[src/rtl/core/assert_macros.svh]
// assertion macros shared by the crosspoint driver modules
`ifndef ASSERT_MACROS_SVH
`define ASSERT_MACROS_SVH

// property checked at every clock edge outside reset
`define HKM_ASSERT(label, clk, rst_n, prop, msg) \
    label: assert property (@(posedge clk) disable iff (!rst_n) (prop)) else $error(msg);

// consequent checked in the cycle after the antecedent
`define HKM_ASSERT_NEXT(label, clk, rst_n, ante, cons, msg) \
    label: assert property (@(posedge clk) disable iff (!rst_n) (ante) |=> (cons)) else $error(msg);

`endif

[src/rtl/core/hkm_pkg.sv]
// types, codes and key translation table for the crosspoint driver
package hkm_pkg;

    // request codes
    typedef enum logic [1:0] {
        REQ_KEY_DOWN   = 2'd0,
        REQ_KEY_UP     = 2'd1,
        REQ_DISCONNECT = 2'd2,
        REQ_EMERGENCY  = 2'd3
    } t_req_type;

    // crosspoint drive codes
    typedef enum logic [1:0] {
        OP_NONE        = 2'd0,
        OP_PRESS       = 2'd1,
        OP_RELEASE     = 2'd2,
        OP_RELEASE_ALL = 2'd3
    } t_drive_op;

    // work kinds passed from the front to the back
    typedef enum logic [2:0] {
        CMD_NOOP,
        CMD_PRESS_HALT,
        CMD_RELEASE_HALT,
        CMD_RELEASE_ALL,
        CMD_TAP,
        CMD_BKSP_MACRO
    } t_cmd_kind;

    typedef logic [2:0] t_plane;
    typedef logic [5:0] t_addr;

    typedef struct packed {
        t_cmd_kind kind;
        t_plane    plane;
        t_addr     addr;
    } t_cmd;

    typedef struct packed {
        t_drive_op op;
        t_addr     addr;
        logic      last;
    } t_res;

    localparam t_plane PL_DEF   = 3'd0;
    localparam t_plane PL_GREEN = 3'd1;
    localparam t_plane PL_RED   = 3'd2;
    localparam t_plane PL_BLUE  = 3'd3;
    localparam t_plane PL_WORDS = 3'd4;

    localparam logic [7:0] MOD_CTRL  = 8'h11;
    localparam logic [7:0] MOD_SHIFT = 8'h22;
    localparam logic [7:0] KEY_A     = 8'h04;
    localparam logic [7:0] KEY_Z     = 8'h1D;
    localparam logic [7:0] KEY_F1    = 8'h3A;
    localparam logic [7:0] KEY_F12   = 8'h45;
    localparam logic [7:0] KEY_ESC   = 8'h29;
    localparam logic [7:0] KEY_BKSP  = 8'h2A;

    localparam t_addr ADDR_HALT  = 6'd2;   // row 0 col 2
    localparam t_addr ADDR_GREEN = 6'd40;  // row 5 col 0
    localparam t_addr ADDR_LEFT  = 6'd25;  // row 3 col 1
    localparam t_addr ADDR_ERASE = 6'd34;  // row 4 col 2

    localparam int Q_DEPTH = 2;

    // matrix position to crosspoint address
    function automatic t_addr pos(logic [2:0] row, logic [1:0] col);
        return {row, 1'b0, col};
    endfunction

    function automatic t_cmd tap(t_plane plane, t_addr addr);
        t_cmd c;
        c.kind  = CMD_TAP;
        c.plane = plane;
        c.addr  = addr;
        return c;
    endfunction

    function automatic t_cmd miss();
        t_cmd c;
        c.kind  = CMD_NOOP;
        c.plane = PL_DEF;
        c.addr  = '0;
        return c;
    endfunction

    // usage and modifiers to plane and target, or a no-op on a miss
    function automatic t_cmd lookup_key(logic [7:0] u, logic [7:0] mods);
        logic       ctrl;
        logic       sh;
        logic [4:0] i5;
        logic [8:0] prod;
        logic [3:0] g;
        logic [4:0] rem;
        logic [3:0] i4;
        t_cmd       c;
        ctrl = |(mods & MOD_CTRL);
        sh   = |(mods & MOD_SHIFT);
        i5   = 5'(u - KEY_A);
        // divide by three through a reciprocal, exact for 0..25
        prod = 9'(i5) * 9'd11;
        g    = prod[8:5];
        rem  = 5'(i5 - 5'({g, 1'b0}) - 5'(g));
        i4   = 4'(u - KEY_F1);
        c    = miss();
        if (ctrl) begin
            case (u)
                8'h3A: c = tap(PL_WORDS, pos(3'd0, 2'd0));
                8'h3B: c = tap(PL_WORDS, pos(3'd0, 2'd2));
                8'h3C: c = tap(PL_WORDS, pos(3'd0, 2'd3));
                8'h3D: c = tap(PL_WORDS, pos(3'd4, 2'd1));
                8'h3E: c = tap(PL_WORDS, pos(3'd4, 2'd3));
                8'h38: c = tap(PL_DEF, pos(3'd0, 2'd3));
                8'h25: c = sh ? tap(PL_DEF, pos(3'd1, 2'd3)) : miss();
                default: c = miss();
            endcase
        end else if (u >= KEY_A && u <= KEY_Z) begin
            c = tap(3'(PL_GREEN + rem[2:0]), pos(3'(3'd1 + {1'b0, g[3:2]}), g[1:0]));
        end else if (u >= KEY_F1 && u <= KEY_F12) begin
            c = tap(PL_WORDS, pos(3'(3'd1 + {1'b0, i4[3:2]}), i4[1:0]));
        end else begin
            case (u)
                8'h28: c = sh ? tap(PL_WORDS, pos(3'd0, 2'd0)) : tap(PL_DEF, pos(3'd0, 2'd0));
                8'h2C: c = tap(PL_DEF, pos(3'd4, 2'd0));
                8'h2A, 8'h4C: c = tap(PL_DEF, pos(3'd4, 2'd2));
                8'h48: c = tap(PL_DEF, pos(3'd0, 2'd1));
                8'h1E: c = sh ? tap(PL_BLUE, pos(3'd3, 2'd0)) : tap(PL_DEF, pos(3'd3, 2'd0));
                8'h1F: c = sh ? tap(PL_RED, pos(3'd3, 2'd3)) : tap(PL_DEF, pos(3'd3, 2'd1));
                8'h20: c = sh ? tap(PL_GREEN, pos(3'd4, 2'd3)) : tap(PL_DEF, pos(3'd3, 2'd2));
                8'h21: c = sh ? tap(PL_GREEN, pos(3'd4, 2'd0)) : tap(PL_DEF, pos(3'd2, 2'd0));
                8'h22: c = sh ? tap(PL_RED, pos(3'd4, 2'd3)) : tap(PL_DEF, pos(3'd2, 2'd1));
                8'h23: c = sh ? miss() : tap(PL_DEF, pos(3'd2, 2'd2));
                8'h24: c = sh ? tap(PL_GREEN, pos(3'd3, 2'd3)) : tap(PL_DEF, pos(3'd1, 2'd0));
                8'h25: c = sh ? tap(PL_BLUE, pos(3'd3, 2'd3)) : tap(PL_DEF, pos(3'd1, 2'd1));
                8'h26: c = sh ? tap(PL_GREEN, pos(3'd4, 2'd2)) : tap(PL_DEF, pos(3'd1, 2'd2));
                8'h27: c = sh ? tap(PL_BLUE, pos(3'd4, 2'd2)) : tap(PL_DEF, pos(3'd4, 2'd1));
                8'h2D: c = sh ? miss() : tap(PL_DEF, pos(3'd2, 2'd3));
                8'h2E: c = sh ? tap(PL_DEF, pos(3'd3, 2'd3)) : tap(PL_DEF, pos(3'd4, 2'd3));
                8'h2F: c = sh ? miss() : tap(PL_RED, pos(3'd0, 2'd3));
                8'h30: c = sh ? miss() : tap(PL_BLUE, pos(3'd0, 2'd3));
                8'h31: c = sh ? miss() : tap(PL_BLUE, pos(3'd0, 2'd1));
                8'h33: c = sh ? tap(PL_BLUE, pos(3'd4, 2'd3)) : tap(PL_RED, pos(3'd4, 2'd2));
                8'h34: c = sh ? tap(PL_RED, pos(3'd4, 2'd1)) : tap(PL_RED, pos(3'd3, 2'd1));
                8'h36: c = sh ? tap(PL_GREEN, pos(3'd4, 2'd1)) : tap(PL_RED, pos(3'd4, 2'd0));
                8'h37: c = sh ? tap(PL_BLUE, pos(3'd4, 2'd1)) : tap(PL_RED, pos(3'd3, 2'd2));
                8'h38: c = sh ? tap(PL_BLUE, pos(3'd4, 2'd0)) : tap(PL_RED, pos(3'd0, 2'd1));
                8'h50: c = tap(PL_GREEN, pos(3'd3, 2'd1));
                8'h4F: c = tap(PL_BLUE, pos(3'd3, 2'd1));
                8'h52: c = tap(PL_GREEN, pos(3'd3, 2'd2));
                8'h51: c = tap(PL_BLUE, pos(3'd3, 2'd2));
                8'h62: c = tap(PL_DEF, pos(3'd4, 2'd1));
                8'h59: c = tap(PL_DEF, pos(3'd3, 2'd0));
                8'h5A: c = tap(PL_DEF, pos(3'd3, 2'd1));
                8'h5B: c = tap(PL_DEF, pos(3'd3, 2'd2));
                8'h5C: c = tap(PL_DEF, pos(3'd2, 2'd0));
                8'h5D: c = tap(PL_DEF, pos(3'd2, 2'd1));
                8'h5E: c = tap(PL_DEF, pos(3'd2, 2'd2));
                8'h5F: c = tap(PL_DEF, pos(3'd1, 2'd0));
                8'h60: c = tap(PL_DEF, pos(3'd1, 2'd1));
                8'h61: c = tap(PL_DEF, pos(3'd1, 2'd2));
                8'h63: c = tap(PL_RED, pos(3'd3, 2'd2));
                8'h54: c = tap(PL_DEF, pos(3'd0, 2'd3));
                8'h55: c = tap(PL_DEF, pos(3'd1, 2'd3));
                8'h56: c = tap(PL_DEF, pos(3'd2, 2'd3));
                8'h57: c = tap(PL_DEF, pos(3'd3, 2'd3));
                8'h58: c = tap(PL_DEF, pos(3'd0, 2'd0));
                8'h67: c = tap(PL_DEF, pos(3'd4, 2'd3));
                default: c = miss();
            endcase
        end
        return c;
    endfunction

    // one result of a command at a given step
    function automatic t_res res_at(t_cmd cmd, logic [2:0] step);
        logic [1:0] pair;
        t_addr      sh_addr;
        t_res       r;
        pair    = step[2:1];
        sh_addr = {3'd5, 3'(cmd.plane - 3'd1)};
        r.op    = step[0] ? OP_RELEASE : OP_PRESS;
        r.addr  = '0;
        r.last  = 1'b1;
        unique case (cmd.kind)
            CMD_NOOP:         r.op = OP_NONE;
            CMD_PRESS_HALT:   begin
                r.op   = OP_PRESS;
                r.addr = ADDR_HALT;
            end
            CMD_RELEASE_HALT: begin
                r.op   = OP_RELEASE;
                r.addr = ADDR_HALT;
            end
            CMD_RELEASE_ALL:  r.op = OP_RELEASE_ALL;
            CMD_TAP:          begin
                if (cmd.plane != PL_DEF) begin
                    r.addr = (pair == 2'd0) ? sh_addr : cmd.addr;
                    r.last = (step == 3'd3);
                end else begin
                    r.addr = cmd.addr;
                    r.last = (step == 3'd1);
                end
            end
            CMD_BKSP_MACRO:   begin
                r.addr = (pair == 2'd0) ? ADDR_GREEN :
                         (pair == 2'd1) ? ADDR_LEFT : ADDR_ERASE;
                r.last = (step == 3'd5);
            end
            default:          r.op = OP_NONE;
        endcase
        return r;
    endfunction

endpackage

[src/rtl/core/hkm_in_if.sv]
// keyboard event channel
interface hkm_in_if;
    logic       valid;
    logic       ready;
    logic [1:0] req_type;
    logic [1:0] source_id;
    logic [7:0] key_usage;
    logic [7:0] modifier_bits;

    modport source (output valid, output req_type, output source_id, output key_usage,
                    output modifier_bits, input ready);
    modport sink   (input valid, input req_type, input source_id, input key_usage,
                    input modifier_bits, output ready);
endinterface

[src/rtl/core/hkm_out_if.sv]
// crosspoint drive result channel
interface hkm_out_if;
    logic       valid;
    logic       ready;
    logic [1:0] drive_op;
    logic [5:0] crosspoint_addr;
    logic       last_of_run;

    modport source (output valid, output drive_op, output crosspoint_addr,
                    output last_of_run, input ready);
    modport sink   (input valid, input drive_op, input crosspoint_addr,
                    input last_of_run, output ready);
endinterface

[src/rtl/core/hkm_front.sv]
// event classifier: halt holds, key table lookup and backspace macro select
module hkm_front #(
    parameter int SOURCE_COUNT = 4
) (
    input  logic          i_clk,
    input  logic          i_rst_n,
    hkm_in_if.sink        i_req,
    input  logic          i_cfg_wr_en,
    input  logic          i_cfg_wr_data,
    input  logic          i_q_full,
    output logic          o_push,
    output hkm_pkg::t_cmd o_cmd
);
    import hkm_pkg::*;

    localparam int SRC_W = (SOURCE_COUNT > 1) ? $clog2(SOURCE_COUNT) : 1;

    logic                    r_bksp_en;
    logic [SOURCE_COUNT-1:0] r_halt;
    logic [SOURCE_COUNT-1:0] n_halt;
    logic                    r_valid;
    t_cmd                    r_cmd;
    t_cmd                    n_cmd;
    logic                    accept;
    logic                    src_ok;
    logic [SRC_W-1:0]        src_idx;
    logic                    held;

    assign o_push      = r_valid && !i_q_full;
    assign o_cmd       = r_cmd;
    assign i_req.ready = !r_valid || o_push;
    assign accept      = i_req.valid && i_req.ready;
    assign src_ok      = int'(i_req.source_id) < SOURCE_COUNT;
    assign src_idx     = SRC_W'(i_req.source_id);
    assign held        = src_ok && r_halt[src_idx];

    // classify the event and update the halt holds
    always_comb begin
        n_halt = r_halt;
        n_cmd  = miss();
        unique case (i_req.req_type) inside
            REQ_KEY_DOWN: begin
                if (i_req.key_usage == KEY_ESC) begin
                    if (src_ok && !held) begin
                        n_cmd.kind      = CMD_PRESS_HALT;
                        n_halt[src_idx] = 1'b1;
                    end
                end else if (i_req.key_usage == KEY_BKSP && r_bksp_en) begin
                    n_cmd.kind = CMD_BKSP_MACRO;
                end else begin
                    n_cmd = lookup_key(i_req.key_usage, i_req.modifier_bits);
                end
            end
            REQ_KEY_UP, REQ_DISCONNECT: begin
                if ((i_req.req_type == REQ_DISCONNECT || i_req.key_usage == KEY_ESC) && held) begin
                    n_cmd.kind      = CMD_RELEASE_HALT;
                    n_halt[src_idx] = 1'b0;
                end
            end
            default: begin
                n_cmd.kind = CMD_RELEASE_ALL;
                n_halt     = '0;
            end
        endcase
    end

    // control state
    always_ff @(posedge i_clk) begin
        if (!i_rst_n) begin
            r_bksp_en <= 1'b0;
            r_halt    <= '0;
            r_valid   <= 1'b0;
        end else begin
            if (i_cfg_wr_en) begin
                r_bksp_en <= i_cfg_wr_data;
            end
            if (accept) begin
                r_halt  <= n_halt;
                r_valid <= 1'b1;
            end else if (o_push) begin
                r_valid <= 1'b0;
            end
        end
    end

    // classified command register
    always_ff @(posedge i_clk) begin
        if (accept) begin
            r_cmd <= n_cmd;
        end
    end

    `include "assert_macros.svh"

    `HKM_ASSERT_NEXT(a_emergency_clears, i_clk, i_rst_n,
        accept && i_req.req_type == REQ_EMERGENCY, r_halt == '0,
        "halt holds not cleared by emergency release")
    `HKM_ASSERT_NEXT(a_stalled_cmd_holds, i_clk, i_rst_n,
        r_valid && i_q_full, r_valid && $stable(r_cmd),
        "classified command lost while the queue is full")

endmodule

[src/rtl/core/hkm_queue.sv]
// short command queue between the classifier and the sequencer
module hkm_queue (
    input  logic          i_clk,
    input  logic          i_rst_n,
    input  logic          i_push,
    input  hkm_pkg::t_cmd i_cmd,
    output logic          o_full,
    output logic          o_valid,
    output hkm_pkg::t_cmd o_cmd,
    input  logic          i_pop
);
    import hkm_pkg::*;

    localparam int PTR_W = (Q_DEPTH > 1) ? $clog2(Q_DEPTH) : 1;
    localparam int CNT_W = $clog2(Q_DEPTH + 1);

    t_cmd             r_mem [Q_DEPTH];
    logic [PTR_W-1:0] r_wr_ptr;
    logic [PTR_W-1:0] r_rd_ptr;
    logic [CNT_W-1:0] r_count;

    assign o_full  = (r_count == CNT_W'(Q_DEPTH));
    assign o_valid = (r_count != '0);
    assign o_cmd   = r_mem[r_rd_ptr];

    // pointers and fill count
    always_ff @(posedge i_clk) begin
        if (!i_rst_n) begin
            r_wr_ptr <= '0;
            r_rd_ptr <= '0;
            r_count  <= '0;
        end else begin
            if (i_push) begin
                r_wr_ptr <= (r_wr_ptr == PTR_W'(Q_DEPTH - 1)) ? '0 : PTR_W'(r_wr_ptr + 1'b1);
            end
            if (i_pop) begin
                r_rd_ptr <= (r_rd_ptr == PTR_W'(Q_DEPTH - 1)) ? '0 : PTR_W'(r_rd_ptr + 1'b1);
            end
            if (i_push && !i_pop) begin
                r_count <= CNT_W'(r_count + 1'b1);
            end else if (i_pop && !i_push) begin
                r_count <= CNT_W'(r_count - 1'b1);
            end
        end
    end

    // entry storage
    always_ff @(posedge i_clk) begin
        if (i_push) begin
            r_mem[r_wr_ptr] <= i_cmd;
        end
    end

    `include "assert_macros.svh"

    `HKM_ASSERT(a_no_overflow, i_clk, i_rst_n, !(i_push && o_full), "push into a full queue")
    `HKM_ASSERT(a_no_underflow, i_clk, i_rst_n, !(i_pop && !o_valid), "pop from an empty queue")

endmodule

[src/rtl/core/hkm_back.sv]
// result sequencer: expands one command into its crosspoint results
module hkm_back (
    input  logic          i_clk,
    input  logic          i_rst_n,
    input  logic          i_valid,
    input  hkm_pkg::t_cmd i_cmd,
    output logic          o_pop,
    hkm_out_if.source     o_res
);
    import hkm_pkg::*;

    logic [2:0] r_step;
    logic       r_out_valid;
    t_res       r_res;
    t_res       cur;
    logic       issue;

    assign cur   = res_at(i_cmd, r_step);
    assign issue = i_valid && (!r_out_valid || o_res.ready);
    assign o_pop = issue && cur.last;

    assign o_res.valid           = r_out_valid;
    assign o_res.drive_op        = r_res.op;
    assign o_res.crosspoint_addr = r_res.addr;
    assign o_res.last_of_run     = r_res.last;

    // step counter and output valid
    always_ff @(posedge i_clk) begin
        if (!i_rst_n) begin
            r_step      <= '0;
            r_out_valid <= 1'b0;
        end else begin
            if (issue) begin
                r_step      <= cur.last ? 3'd0 : 3'(r_step + 3'd1);
                r_out_valid <= 1'b1;
            end else if (o_res.ready) begin
                r_out_valid <= 1'b0;
            end
        end
    end

    // output result register
    always_ff @(posedge i_clk) begin
        if (issue) begin
            r_res <= cur;
        end
    end

    `include "assert_macros.svh"

    `HKM_ASSERT_NEXT(a_stall_holds_step, i_clk, i_rst_n,
        r_out_valid && !o_res.ready, $stable(r_step),
        "sequencer advanced while the output was stalled")
    `HKM_ASSERT(a_step_in_range, i_clk, i_rst_n, r_step <= 3'd5,
        "sequencer step beyond the longest command")

endmodule

[src/rtl/core/hid_key_to_matrix_crosspoint.sv]
// top level: keyboard events in, key matrix crosspoint drive results out
//
// Usage: i_req carries keyboard events (key down, key up, disconnect,
// emergency release) from up to SOURCE_COUNT sources; o_res carries the
// crosspoint drive results, one per handshake, the final one of each event
// marked by last_of_run. Both channels use valid/ready. i_cfg_wr_en with
// i_cfg_wr_data writes the backspace macro enable; write it only when idle.
// Path: an event passes the classifier command register, a queue entry and
// the output result register. The sequencer gives one result per cycle
// while o_res is ready; an event yields 1 to 6 results (no-op, halt and
// release-all 1, a tap 2 or 4, the backspace macro 6); the classifier and
// a two-entry command queue keep taking events while the sequencer works.
// Reset: clears all halt holds, the macro enable and every pipeline stage.
// Stall: a result not taken holds in the output register; the sequencer,
// then the queue, then i_req.ready back off in turn, and nothing is lost.
module hid_key_to_matrix_crosspoint #(
    parameter int SOURCE_COUNT = 4
) (
    input  logic      i_clk,
    input  logic      i_rst_n,
    hkm_in_if.sink    i_req,
    hkm_out_if.source o_res,
    input  logic      i_cfg_wr_en,
    input  logic      i_cfg_wr_data
);
    import hkm_pkg::*;

    logic q_full;
    logic push;
    t_cmd push_cmd;
    logic head_valid;
    t_cmd head_cmd;
    logic pop;

    // classifier
    hkm_front #(
        .SOURCE_COUNT(SOURCE_COUNT)
    ) u_front (
        .i_clk         (i_clk),
        .i_rst_n       (i_rst_n),
        .i_req         (i_req),
        .i_cfg_wr_en   (i_cfg_wr_en),
        .i_cfg_wr_data (i_cfg_wr_data),
        .i_q_full      (q_full),
        .o_push        (push),
        .o_cmd         (push_cmd)
    );

    // command queue
    hkm_queue u_queue (
        .i_clk   (i_clk),
        .i_rst_n (i_rst_n),
        .i_push  (push),
        .i_cmd   (push_cmd),
        .o_full  (q_full),
        .o_valid (head_valid),
        .o_cmd   (head_cmd),
        .i_pop   (pop)
    );

    // sequencer
    hkm_back u_back (
        .i_clk   (i_clk),
        .i_rst_n (i_rst_n),
        .i_valid (head_valid),
        .i_cmd   (head_cmd),
        .o_pop   (pop),
        .o_res   (o_res)
    );

endmodule

[src/flat_wrapper.sv]
// flat-port wrapper written by rule: the top's interface ports become plain ports
module hid_key_to_matrix_crosspoint_flat import hkm_pkg::*;
#(
    parameter int SOURCE_COUNT = 4
)
  (i_clk, i_rst_n, i_cfg_wr_en, i_cfg_wr_data, i_req_valid, i_req_req_type, i_req_source_id, i_req_key_usage, i_req_modifier_bits, i_req_ready, o_res_valid, o_res_drive_op, o_res_crosspoint_addr, o_res_last_of_run, o_res_ready);
  hkm_in_if i_req_i ();
  hkm_out_if o_res_i ();
  input  logic i_clk;
  input  logic i_rst_n;
  input  logic i_cfg_wr_en;
  input  logic i_cfg_wr_data;
  input wire logic [$bits(i_req_i.valid)-1:0] i_req_valid;
  input wire logic [$bits(i_req_i.req_type)-1:0] i_req_req_type;
  input wire logic [$bits(i_req_i.source_id)-1:0] i_req_source_id;
  input wire logic [$bits(i_req_i.key_usage)-1:0] i_req_key_usage;
  input wire logic [$bits(i_req_i.modifier_bits)-1:0] i_req_modifier_bits;
  output wire logic [$bits(i_req_i.ready)-1:0] i_req_ready;
  output wire logic [$bits(o_res_i.valid)-1:0] o_res_valid;
  output wire logic [$bits(o_res_i.drive_op)-1:0] o_res_drive_op;
  output wire logic [$bits(o_res_i.crosspoint_addr)-1:0] o_res_crosspoint_addr;
  output wire logic [$bits(o_res_i.last_of_run)-1:0] o_res_last_of_run;
  input wire logic [$bits(o_res_i.ready)-1:0] o_res_ready;
  assign i_req_i.valid = i_req_valid;
  assign i_req_i.req_type = i_req_req_type;
  assign i_req_i.source_id = i_req_source_id;
  assign i_req_i.key_usage = i_req_key_usage;
  assign i_req_i.modifier_bits = i_req_modifier_bits;
  assign i_req_ready = i_req_i.ready;
  assign o_res_valid = o_res_i.valid;
  assign o_res_drive_op = o_res_i.drive_op;
  assign o_res_crosspoint_addr = o_res_i.crosspoint_addr;
  assign o_res_last_of_run = o_res_i.last_of_run;
  assign o_res_i.ready = o_res_ready;
  hid_key_to_matrix_crosspoint #(.SOURCE_COUNT(SOURCE_COUNT)) u_core (.i_clk(i_clk), .i_rst_n(i_rst_n), .i_req(i_req_i), .o_res(o_res_i), .i_cfg_wr_en(i_cfg_wr_en), .i_cfg_wr_data(i_cfg_wr_data));
endmodule
[config.mk]
export PLATFORM = sky130hd
export DESIGN_NAME = hid_key_to_matrix_crosspoint_flat
export DESIGN_NICKNAME = d
export VERILOG_FILES = /design/src/rtl/core/hkm_pkg.sv /design/src/rtl/core/hkm_in_if.sv /design/src/rtl/core/hkm_out_if.sv /design/src/rtl/core/hkm_front.sv /design/src/rtl/core/hkm_queue.sv /design/src/rtl/core/hkm_back.sv /design/src/rtl/core/hid_key_to_matrix_crosspoint.sv /design/src/flat_wrapper.sv
export VERILOG_INCLUDE_DIRS = /design/src /design/src/rtl/core
export SDC_FILE = /design/constraint.sdc
export NUM_CORES = 1
export LEC_CHECK = 0
export BUFFER_PORTS_ARGS = -buffer_cell sky130_fd_sc_hd__buf_2
export CAP_MARGIN = 20
export CORE_MARGIN = 1
export CORE_UTILIZATION = 54
export DETAILED_ROUTE_END_ITERATION = 10
export GPL_TIMING_DRIVEN = 0
export PLACE_DENSITY = 0.79
export SLEW_MARGIN = 40
export SYNTH_ARGS = -nofsm -noshare
export SYNTH_HDL_FRONTEND = slang
export SYNTH_HIERARCHICAL = 1
export SYNTH_SLANG_ARGS = --single-unit
[constraint.sdc]
create_clock -name i_clk -period 17.6 [get_ports i_clk]
set_clock_uncertainty 0.1 [all_clocks]
set_input_delay 5.28 -clock i_clk [delete_from_list [all_inputs] [get_ports i_clk]]
set_output_delay 5.28 -clock i_clk [all_outputs]
set_load 0.03 [all_outputs]
==> results of run 1 <==
-- final cells by class --
cell class | count | area share (%)
Multi-Input combinational cell | 415 | 54.8
Sequential cell | 59 | 29.1
Buffer | 42 | 4.42
Clock buffer | 11 | 3.12
Timing Repair Buffer | 32 | 2.87
Tap cell | 108 | 2.42
Inverter | 31 | 2.09
Clock inverter | 5 | 1.15
-- logic make-up (layout without fill, tap and decap cells) --
group                      Yosys count  after routing  share of synthesized area, %
and+or+nand+nor                    191            191                          22.7
AOI/OAI and AO/OA                  156            156                          22.1
buffers and inverters               73            121                          7.20
DFF                                 59             59                          32.2
adders and majority gates           30             30                          7.60
xor gates and xnor gates            19             19                          4.00
muxes                               18             18                          4.15
other                                1              1                        0.0744
-- critical path: stages --
cell,delay [ns]
buf_2,0.11
clkbuf_1,0.30
inv_1,0.14
ha_1,0.33
inv_1,0.07
ha_1,0.27
inv_1,0.05
fa_1,0.52
inv_1,0.04
ha_1,0.29
nor3_1,0.27
a211oi_2,0.11
xnor2_1,0.27
inv_1,0.10
ha_1,0.31
ha_1,0.27
inv_1,0.04
ha_1,0.20
xor2_1,0.15
xnor2_1,0.17
xnor3_1,0.24
xnor3_1,0.20
nand2_1,0.08
a31oi_1,0.09
-- state kept, by name, summed over array words and instances, names as in the netlist, named ones only --
register,cells
u_core/u_back/r_step,3
u_core/u_front/r_halt,4
u_core/u_back/o_res.crosspoint_addr,6
u_core/u_front/r_valid,1
u_core/u_front/o_cmd,11
u_core/u_queue/r_mem,24
u_core/u_back/o_res.valid,1
u_core/u_front/r_bksp_en,1
u_core/u_queue/r_rd_ptr,1
u_core/u_back/o_res.last_of_run,1
u_core/u_back/o_res.drive_op,2
u_core/u_queue/r_count,2
u_core/u_queue/r_wr_ptr,1
-- stage by stage --
stage / cell area, sq um / utilization [%] / hold WS [ns] / cells / worst slack, ns
final: 5570 / 62.7 / 0.342 / 703 / 7.65
after global routing: 5570 / 62.7 / 0.351 / 703 / 7.33
after CTS: 5570 / 62.7 / 0.340 / 703 / 7.68
after detailed placement: 5340 / 60.0 / 0.333 / 687 / 7.43
after global placement: 5330 / 60.0 / 0.322 / 687 / 7.53
after floorplan: 5040 / - / 0.321 / 547 / 7.99
-- worst min-delay path by stage --
stage / to / slack [ns] / cells after the start
2_1_floorplan: u_core/u_queue/r_mem[0][0]$_DFFE_PP_ / 0.32 / 0
3_3_place_gp: u_core/u_queue/r_mem[0][3]$_DFFE_PP_ / 0.32 / 0
3_5_place_dp: u_core/u_queue/r_mem[0][7]$_DFFE_PP_ / 0.33 / 0
4_1_cts: u_core/u_queue/r_mem[1][7]$_DFFE_PP_ / 0.34 / 0
5_1_grt: u_core/u_queue/r_mem[1][4]$_DFFE_PP_ / 0.35 / 0
6_report: u_core/u_queue/r_mem[1][7]$_DFFE_PP_ / 0.34 / 0
-- synthesized netlist by cell type (3+ instances only) --
| cell type | n | area (sq um) |
|---|---|---|
| o211ai_1 | 3 | 22.5 |
| ha_1 | 29 | 363 |
| and2_1 | 8 | 50.1 |
| nor3b_1 | 3 | 22.5 |
| buf_2 | 20 | 100 |
| xnor2_1 | 9 | 78.8 |
| inv_1 | 30 | 113 |
| a221oi_1 | 3 | 26.3 |
| a21o_1 | 3 | 22.5 |
| dfxtp_1 | 15 | 300 |
| xor2_1 | 7 | 61.3 |
| edfxtp_1 | 44 | 1320 |
| buf_6 | 5 | 56.3 |
| o221a_1 | 3 | 33.8 |
| nand3b_1 | 7 | 52.6 |
| nor4b_2 | 3 | 45.0 |
| clkbuf_1 | 8 | 30.0 |
| a22o_1 | 6 | 52.6 |
| mux2_2 | 13 | 146 |
| and3_1 | 12 | 75.1 |
| a32o_1 | 3 | 30.0 |
| nand3_1 | 12 | 60.1 |
| a21oi_1 | 37 | 185 |
| or2_2 | 4 | 25.0 |
| nor3_1 | 12 | 60.1 |
| nand2_1 | 29 | 109 |
| a211oi_1 | 7 | 52.6 |
| nor4bb_1 | 6 | 60.1 |
| mux2i_1 | 4 | 40.0 |
| nor2b_1 | 16 | 100 |
| o22ai_1 | 5 | 31.3 |
| o21ai_0 | 27 | 135 |
| buf_4 | 7 | 52.6 |
| a31oi_1 | 7 | 43.8 |
| nor4_1 | 5 | 31.3 |
| nand2b_1 | 12 | 75.1 |
| nand4_1 | 9 | 56.3 |
| a41o_1 | 3 | 30.0 |
| nor2_1 | 30 | 113 |
| o31ai_1 | 6 | 45.0 |
| a22oi_1 | 6 | 45.0 |
| o21a_1 | 5 | 37.5 |
-- power groups by stage --
stage / Combinational [mW] / Sequential, mW / Clock (mW)
2_1_floorplan: 0.144 / 0.211 / 0
3_3_place_gp: 0.210 / 0.189 / 0
3_5_place_dp: 0.217 / 0.190 / 0
4_1_cts: 0.219 / 0.187 / 0.143
5_1_grt: 0.241 / 0.190 / 0.149
6_report: 0.221 / 0.187 / 0.141
-- routing by layer --
layer | share of wire [%] | vias up
li1 | - | 2141
met1 | 41 | 2137
met2 | 47 | 211
met3 | 7.7 | 57
met4 | 4.1 | 0
met5 | 0 | -
==> results.md, run 1 <==
* Cells after Synth at 547
* Setup Buffers After CTS at 0
* Worst Setup SP: i_req_key_usage[3]
* CP required at 17.56 ns
* Seq cells post-synth at 59
* Commonest non-fill, non-tap cell in the layout: buf_2
* Syn Area/Cell at 9.21 sq um
* Die area at 0.00972 sq mm
* Ratio of cells with drive above 1 in the final layout at 20.2%
* DP HPWL at 10.6 mm
* Layout area overhead at 10.6%
* Post-CTS sizing at 0
* P_sw at 199 uW
* Max cap viols at 0
* Comb pwr share at 40.2%
* Die X at 98.6 um
* CTS tree: done
* Register area at 0.00162 sq mm
* Initial core utilization at 56.7%
* GRT busiest layer: met2
* Clock Sinks at 59
* WS Path Type: in -> reg
* Largest net degree at the start of global routing at 17
* Worst hold path startpoint: u_core/u_front/o_cmd[7]$_SDFFCE_PP0P_
* Run status: completed
* Global route overflow at 0
* Vias/cell at 6.47
* Vias in the first global route at 4466
* Multi-input logic area at 0.00306 sq mm
* Reg2Reg Capture Point: u_core/u_queue/r_count[1]$_SDFFE_PN0P_
* Final setup vio count at 0
* Final Max Tran Viols at 0
* Internal power at 350 uW
* Mapped Area at 0.00504 sq mm
* Met1 Usage GRT at 36.9%
* Endpoints failing hold at 0
* Worst Path Arrival at 9.91 ns
* WL per Instance at 20.1 um
* CP Capture Type: register
* Clock slew at reported path FFs at 0.07 ns
* Hold Crit Class: reg -> reg
* VDD IR max at 0.0000597 V
* Fmax at 0.100 GHz
* Starting DRT DRC Count at 395
* RSZ-0062 raised after global routing: no
* Final setup TNS at 0 ns
* Final worst path period share at 56.5%
* I/O pin total at 37
* Met3 global-route usage at 5.25%
* Most frequent cells in the layout: buf_2, edfxtp_1, a21oi_1
* N_diodes at 0
* Post-Route WL at 14.1 mm
* Final ANT Viol Nets at 0
* First-pass GRT wire length at 22.7 mm
* Root buf cell: clkbuf_8
* CTS Buf Count at 9
* Initial antenna violation count at 0
* Core Region at 0.00889 sq mm
* H-tree depth at 3
* Clk pwr share at 25.7%
* Most used DFF post-synth: edfxtp_1
* Sw Ratio at 36.2%
* CP max FO at 7
* Placer Congestion at 0.986
* DRC viols at 0
* Clk_lat worst skew at 0.33 ns
* Rows at 34
* Syn Nets at 603
* Fillers at 750
* Worst Reg-to-Reg Cells at 12
* Die height at 98.6 um
* Drt pass-1 iters at 6
* Share of power burned in registers at 34.1%
* Port bufs at 32
* Synth cell types at 89
* Yosys warning count at 6
* Synth async-reset ratio at 0%
* Tmin final at 9.95 ns
* Setup crit end: u_core/u_front/o_cmd[8]$_SDFFCE_PP0P_
* Hold Buf Count CTS at 0
* Total GRT Usage at 30.0%
* Nets@finish at 646
* Power Total at 549 uW
* Actual slew at the worst max-slew pin at 0.798 ns
* Post-synthesis sequential area ratio at 32.2%
* CP Launch Type: primary input
* Clk buf depth at 2
* LEAKAGE at 2.25 nW
* Reg2reg setup slack at 14.38 ns
* GR Util met2 at 50.7%
* Vias at 4546
* Power Dens Cells at 98.4 mW/mm^2
* Slew Limit Headroom at 46.6%
* Number of synthesized flops with an enable pin at 44
(Power assumes the default switching activity.)
==> run 2, diff against run 1 <==
ABC_AREA = 1   (was unset)
PLACE_DENSITY = 0.82   (was 0.79)
clock period = 9.1 ns   (was 17.6 ns; I/O delays follow)
==> results.md, run 2 <==
* Top cell type's share of synthesized area at 27.5%
* Power Dens Cells at 184 mW/mm^2
* Cells after Synth at 653
* Final Max Tran Viols at 0
* Root buf cell: clkbuf_8
* Fmax at 0.148 GHz
* Final ANT Viol Nets at 0
* H-tree depth at 3
* Worst hold path startpoint: u_core/u_front/o_cmd[9]$_DFFE_PP_
* Max incr delay on CP at 0.53 ns
* N_diodes at 0
* Tmin final at 6.78 ns
* Top cells by count, synth: nand2_1, inv_1, nor2_1
* Cell area after layout at 0.00530 sq mm
* Clock Sinks at 59
* Pre-CTS setup slack at 1.98 ns
* CP delay by family, top: adder cells
* CTS tree: done
* Clk buf depth at 2
* Core Region at 0.00868 sq mm
* CP Capture Type: register
* Hold Crit Class: reg -> reg
* Max cap viols at 0
* Yosys warning count at 6
* Slew Limit Headroom at 59.2%
* Ratio of cells with drive above 1 in the final layout at 18.0%
* Crit path top cell by count: inv_1
* First-pass GRT wire length at 19.8 mm
* Clk_lat worst skew at 0.34 ns
* WL per Instance at 15.4 um
* Largest net degree at the start of global routing at 17
* Buf/Inv on CP at 10
* I/O pin total at 37
* CP required at 9.08 ns
* Final setup TNS at 0 ns
* Starting DRT DRC Count at 316
* Most numerous cell in the Yosys netlist: nand2_1
* Setup Buffers After CTS at 0
* Seq cells post-synth at 59
* Top cells by area, synth: edfxtp_1, nand2_1, ha_1
* VDD IR max at 0.000104 V
* Commonest non-fill, non-tap cell in the layout: nand2_1
* Mapped Area at 0.00481 sq mm
* Synth cell types at 50
* DRC viols at 0
* PnR worst setup slack at 2.32 ns
* Post-CTS sizing at 0
* Largest area contributor in the netlist: edfxtp_1
* DP HPWL at 10.1 mm
* Syn Nets at 709
* Max FFs per register at 24
* Run status: completed
* Syn Area/Cell at 7.37 sq um
* Final worst path period share at 74.5%
* Endpoints failing hold at 0
* Top reg by flops: u_core/u_queue/r_mem
* RSZ-0062 raised after global routing: no
* Drt pass-1 iters at 6
* Most frequent cells in the layout: nand2_1, inv_1, nor2_1
* Power Total at 977 uW
* Vias at 4569
* Die height at 96.4 um
* WHS at 0.354 ns
* Post-Route WL at 12.5 mm
* Hold Buf Count CTS at 0
* CP max FO at 7
* Initial antenna violation count at 0
* Worst Reg-to-Reg Cells at 17
* Number of synthesized flops with an enable pin at 44
* Reg2Reg Capture Point: u_core/u_queue/r_count[1]$_SDFFE_PN0P_
* Hold Path End: u_core/u_queue/r_mem[1][9]$_DFFE_PP_
* Layout area overhead at 10.1%
* CTS Buf Count at 9
* Initial core utilization at 55.4%
* Reg2reg setup slack at 6.40 ns
* Synth async-reset ratio at 0%
* Post-synthesis sequential area ratio at 33.7%
* Global route overflow at 0
* Total GRT Usage at 28.2%
* Worst Path Arrival at 6.76 ns
* Most used DFF post-synth: edfxtp_1
* Die X at 96.4 um
* Hold depth at 0
* Die area at 0.00929 sq mm
* Clock slew at reported path FFs at 0.08 ns
* Vias/cell at 5.65
* Rows at 34
* WS Path Type: in -> reg
* LEAKAGE at 2.56 nW
* Actual slew at the worst max-slew pin at 0.611 ns
* Final setup vio count at 0
* Fin cells at 809
* Placer Congestion at 1.06
* Nets@finish at 752
* Post-DP Area at 0.00511 sq mm
* Slowest CP cell: fa_1
* Vias in the first global route at 4337
* Port bufs at 32
* DP Cell Count at 793
* Final Core Density at 61.1%
* CP Launch Type: primary input
## run 2: final cells by class
| type | count | area [sq um] |
|---|---|---|
| fillers | 798 | 3380 |
| clock inverters | 7 | 55.1 |
| well taps | 108 | 135 |
| clock buffers | 9 | 124 |
| plain buffers | 10 | 81.3 |
| flip-flops and latches | 59 | 1620 |
| inverters | 101 | 382 |
| repair buffers | 32 | 160 |
| multi-input cells | 483 | 2740 |
## run 2: report_power, final
group          switching, mW  internal, mW  total, mW
sequential            0.0196         0.345      0.365
clock                  0.111         0.102      0.214
combinational          0.261         0.138      0.398
## run 2: worst max path at each step
stage / from / to / slack (ns) / cells past startpoint
floorplan: i_req_key_usage[2] / u_core/u_front/o_cmd[8]$_SDFFCE_PP0P_ / 2.70 / 28
global placement: i_req_key_usage[2] / u_core/u_front/o_cmd[8]$_SDFFCE_PP0P_ / 2.12 / 27
detailed placement: i_req_key_usage[2] / u_core/u_front/o_cmd[8]$_SDFFCE_PP0P_ / 1.98 / 27
CTS: i_req_key_usage[2] / u_core/u_front/o_cmd[8]$_SDFFCE_PP0P_ / 2.34 / 27
global route: i_req_key_usage[2] / u_core/u_front/o_cmd[8]$_SDFFCE_PP0P_ / 2.09 / 27
finish: i_req_key_usage[2] / u_core/u_front/o_cmd[8]$_SDFFCE_PP0P_ / 2.32 / 27
## run 2: logic make-up after synthesis
kind of cell / synth area share, %
simple gates: 32.4
buf+inv: 9.62
compound gates: 11.8
flops: 33.7
fa+ha+maj: 7.96
mux: 3.59
xor+xnor: 0.910
other cells: 0.0779
## run 2: layer usage
metal	GRT usage [%]	wire [um]	vias up
met5	0	0	-
met4	12.7	311	0
met3	4.46	778	28
met2	50.9	6240	192
met1	32.8	5150	2100
li1	-	-	2249
## run 2: worst register-to-register path, stage by stage (launching register included)
cell	delay, ns
dfxtp_1	0.40
buf_6	0.20
mux2_4	0.31
inv_1	0.11
ha_1	0.16
nand2_1	0.09
a21oi_1	0.14
nand3_1	0.10
nand2_2	0.08
nand2_2	0.07
inv_2	0.11
inv_1	0.05
ha_1	0.30
inv_1	0.08
nand3_1	0.08
nand2_1	0.08
inv_1	0.04
nor2_1	0.12
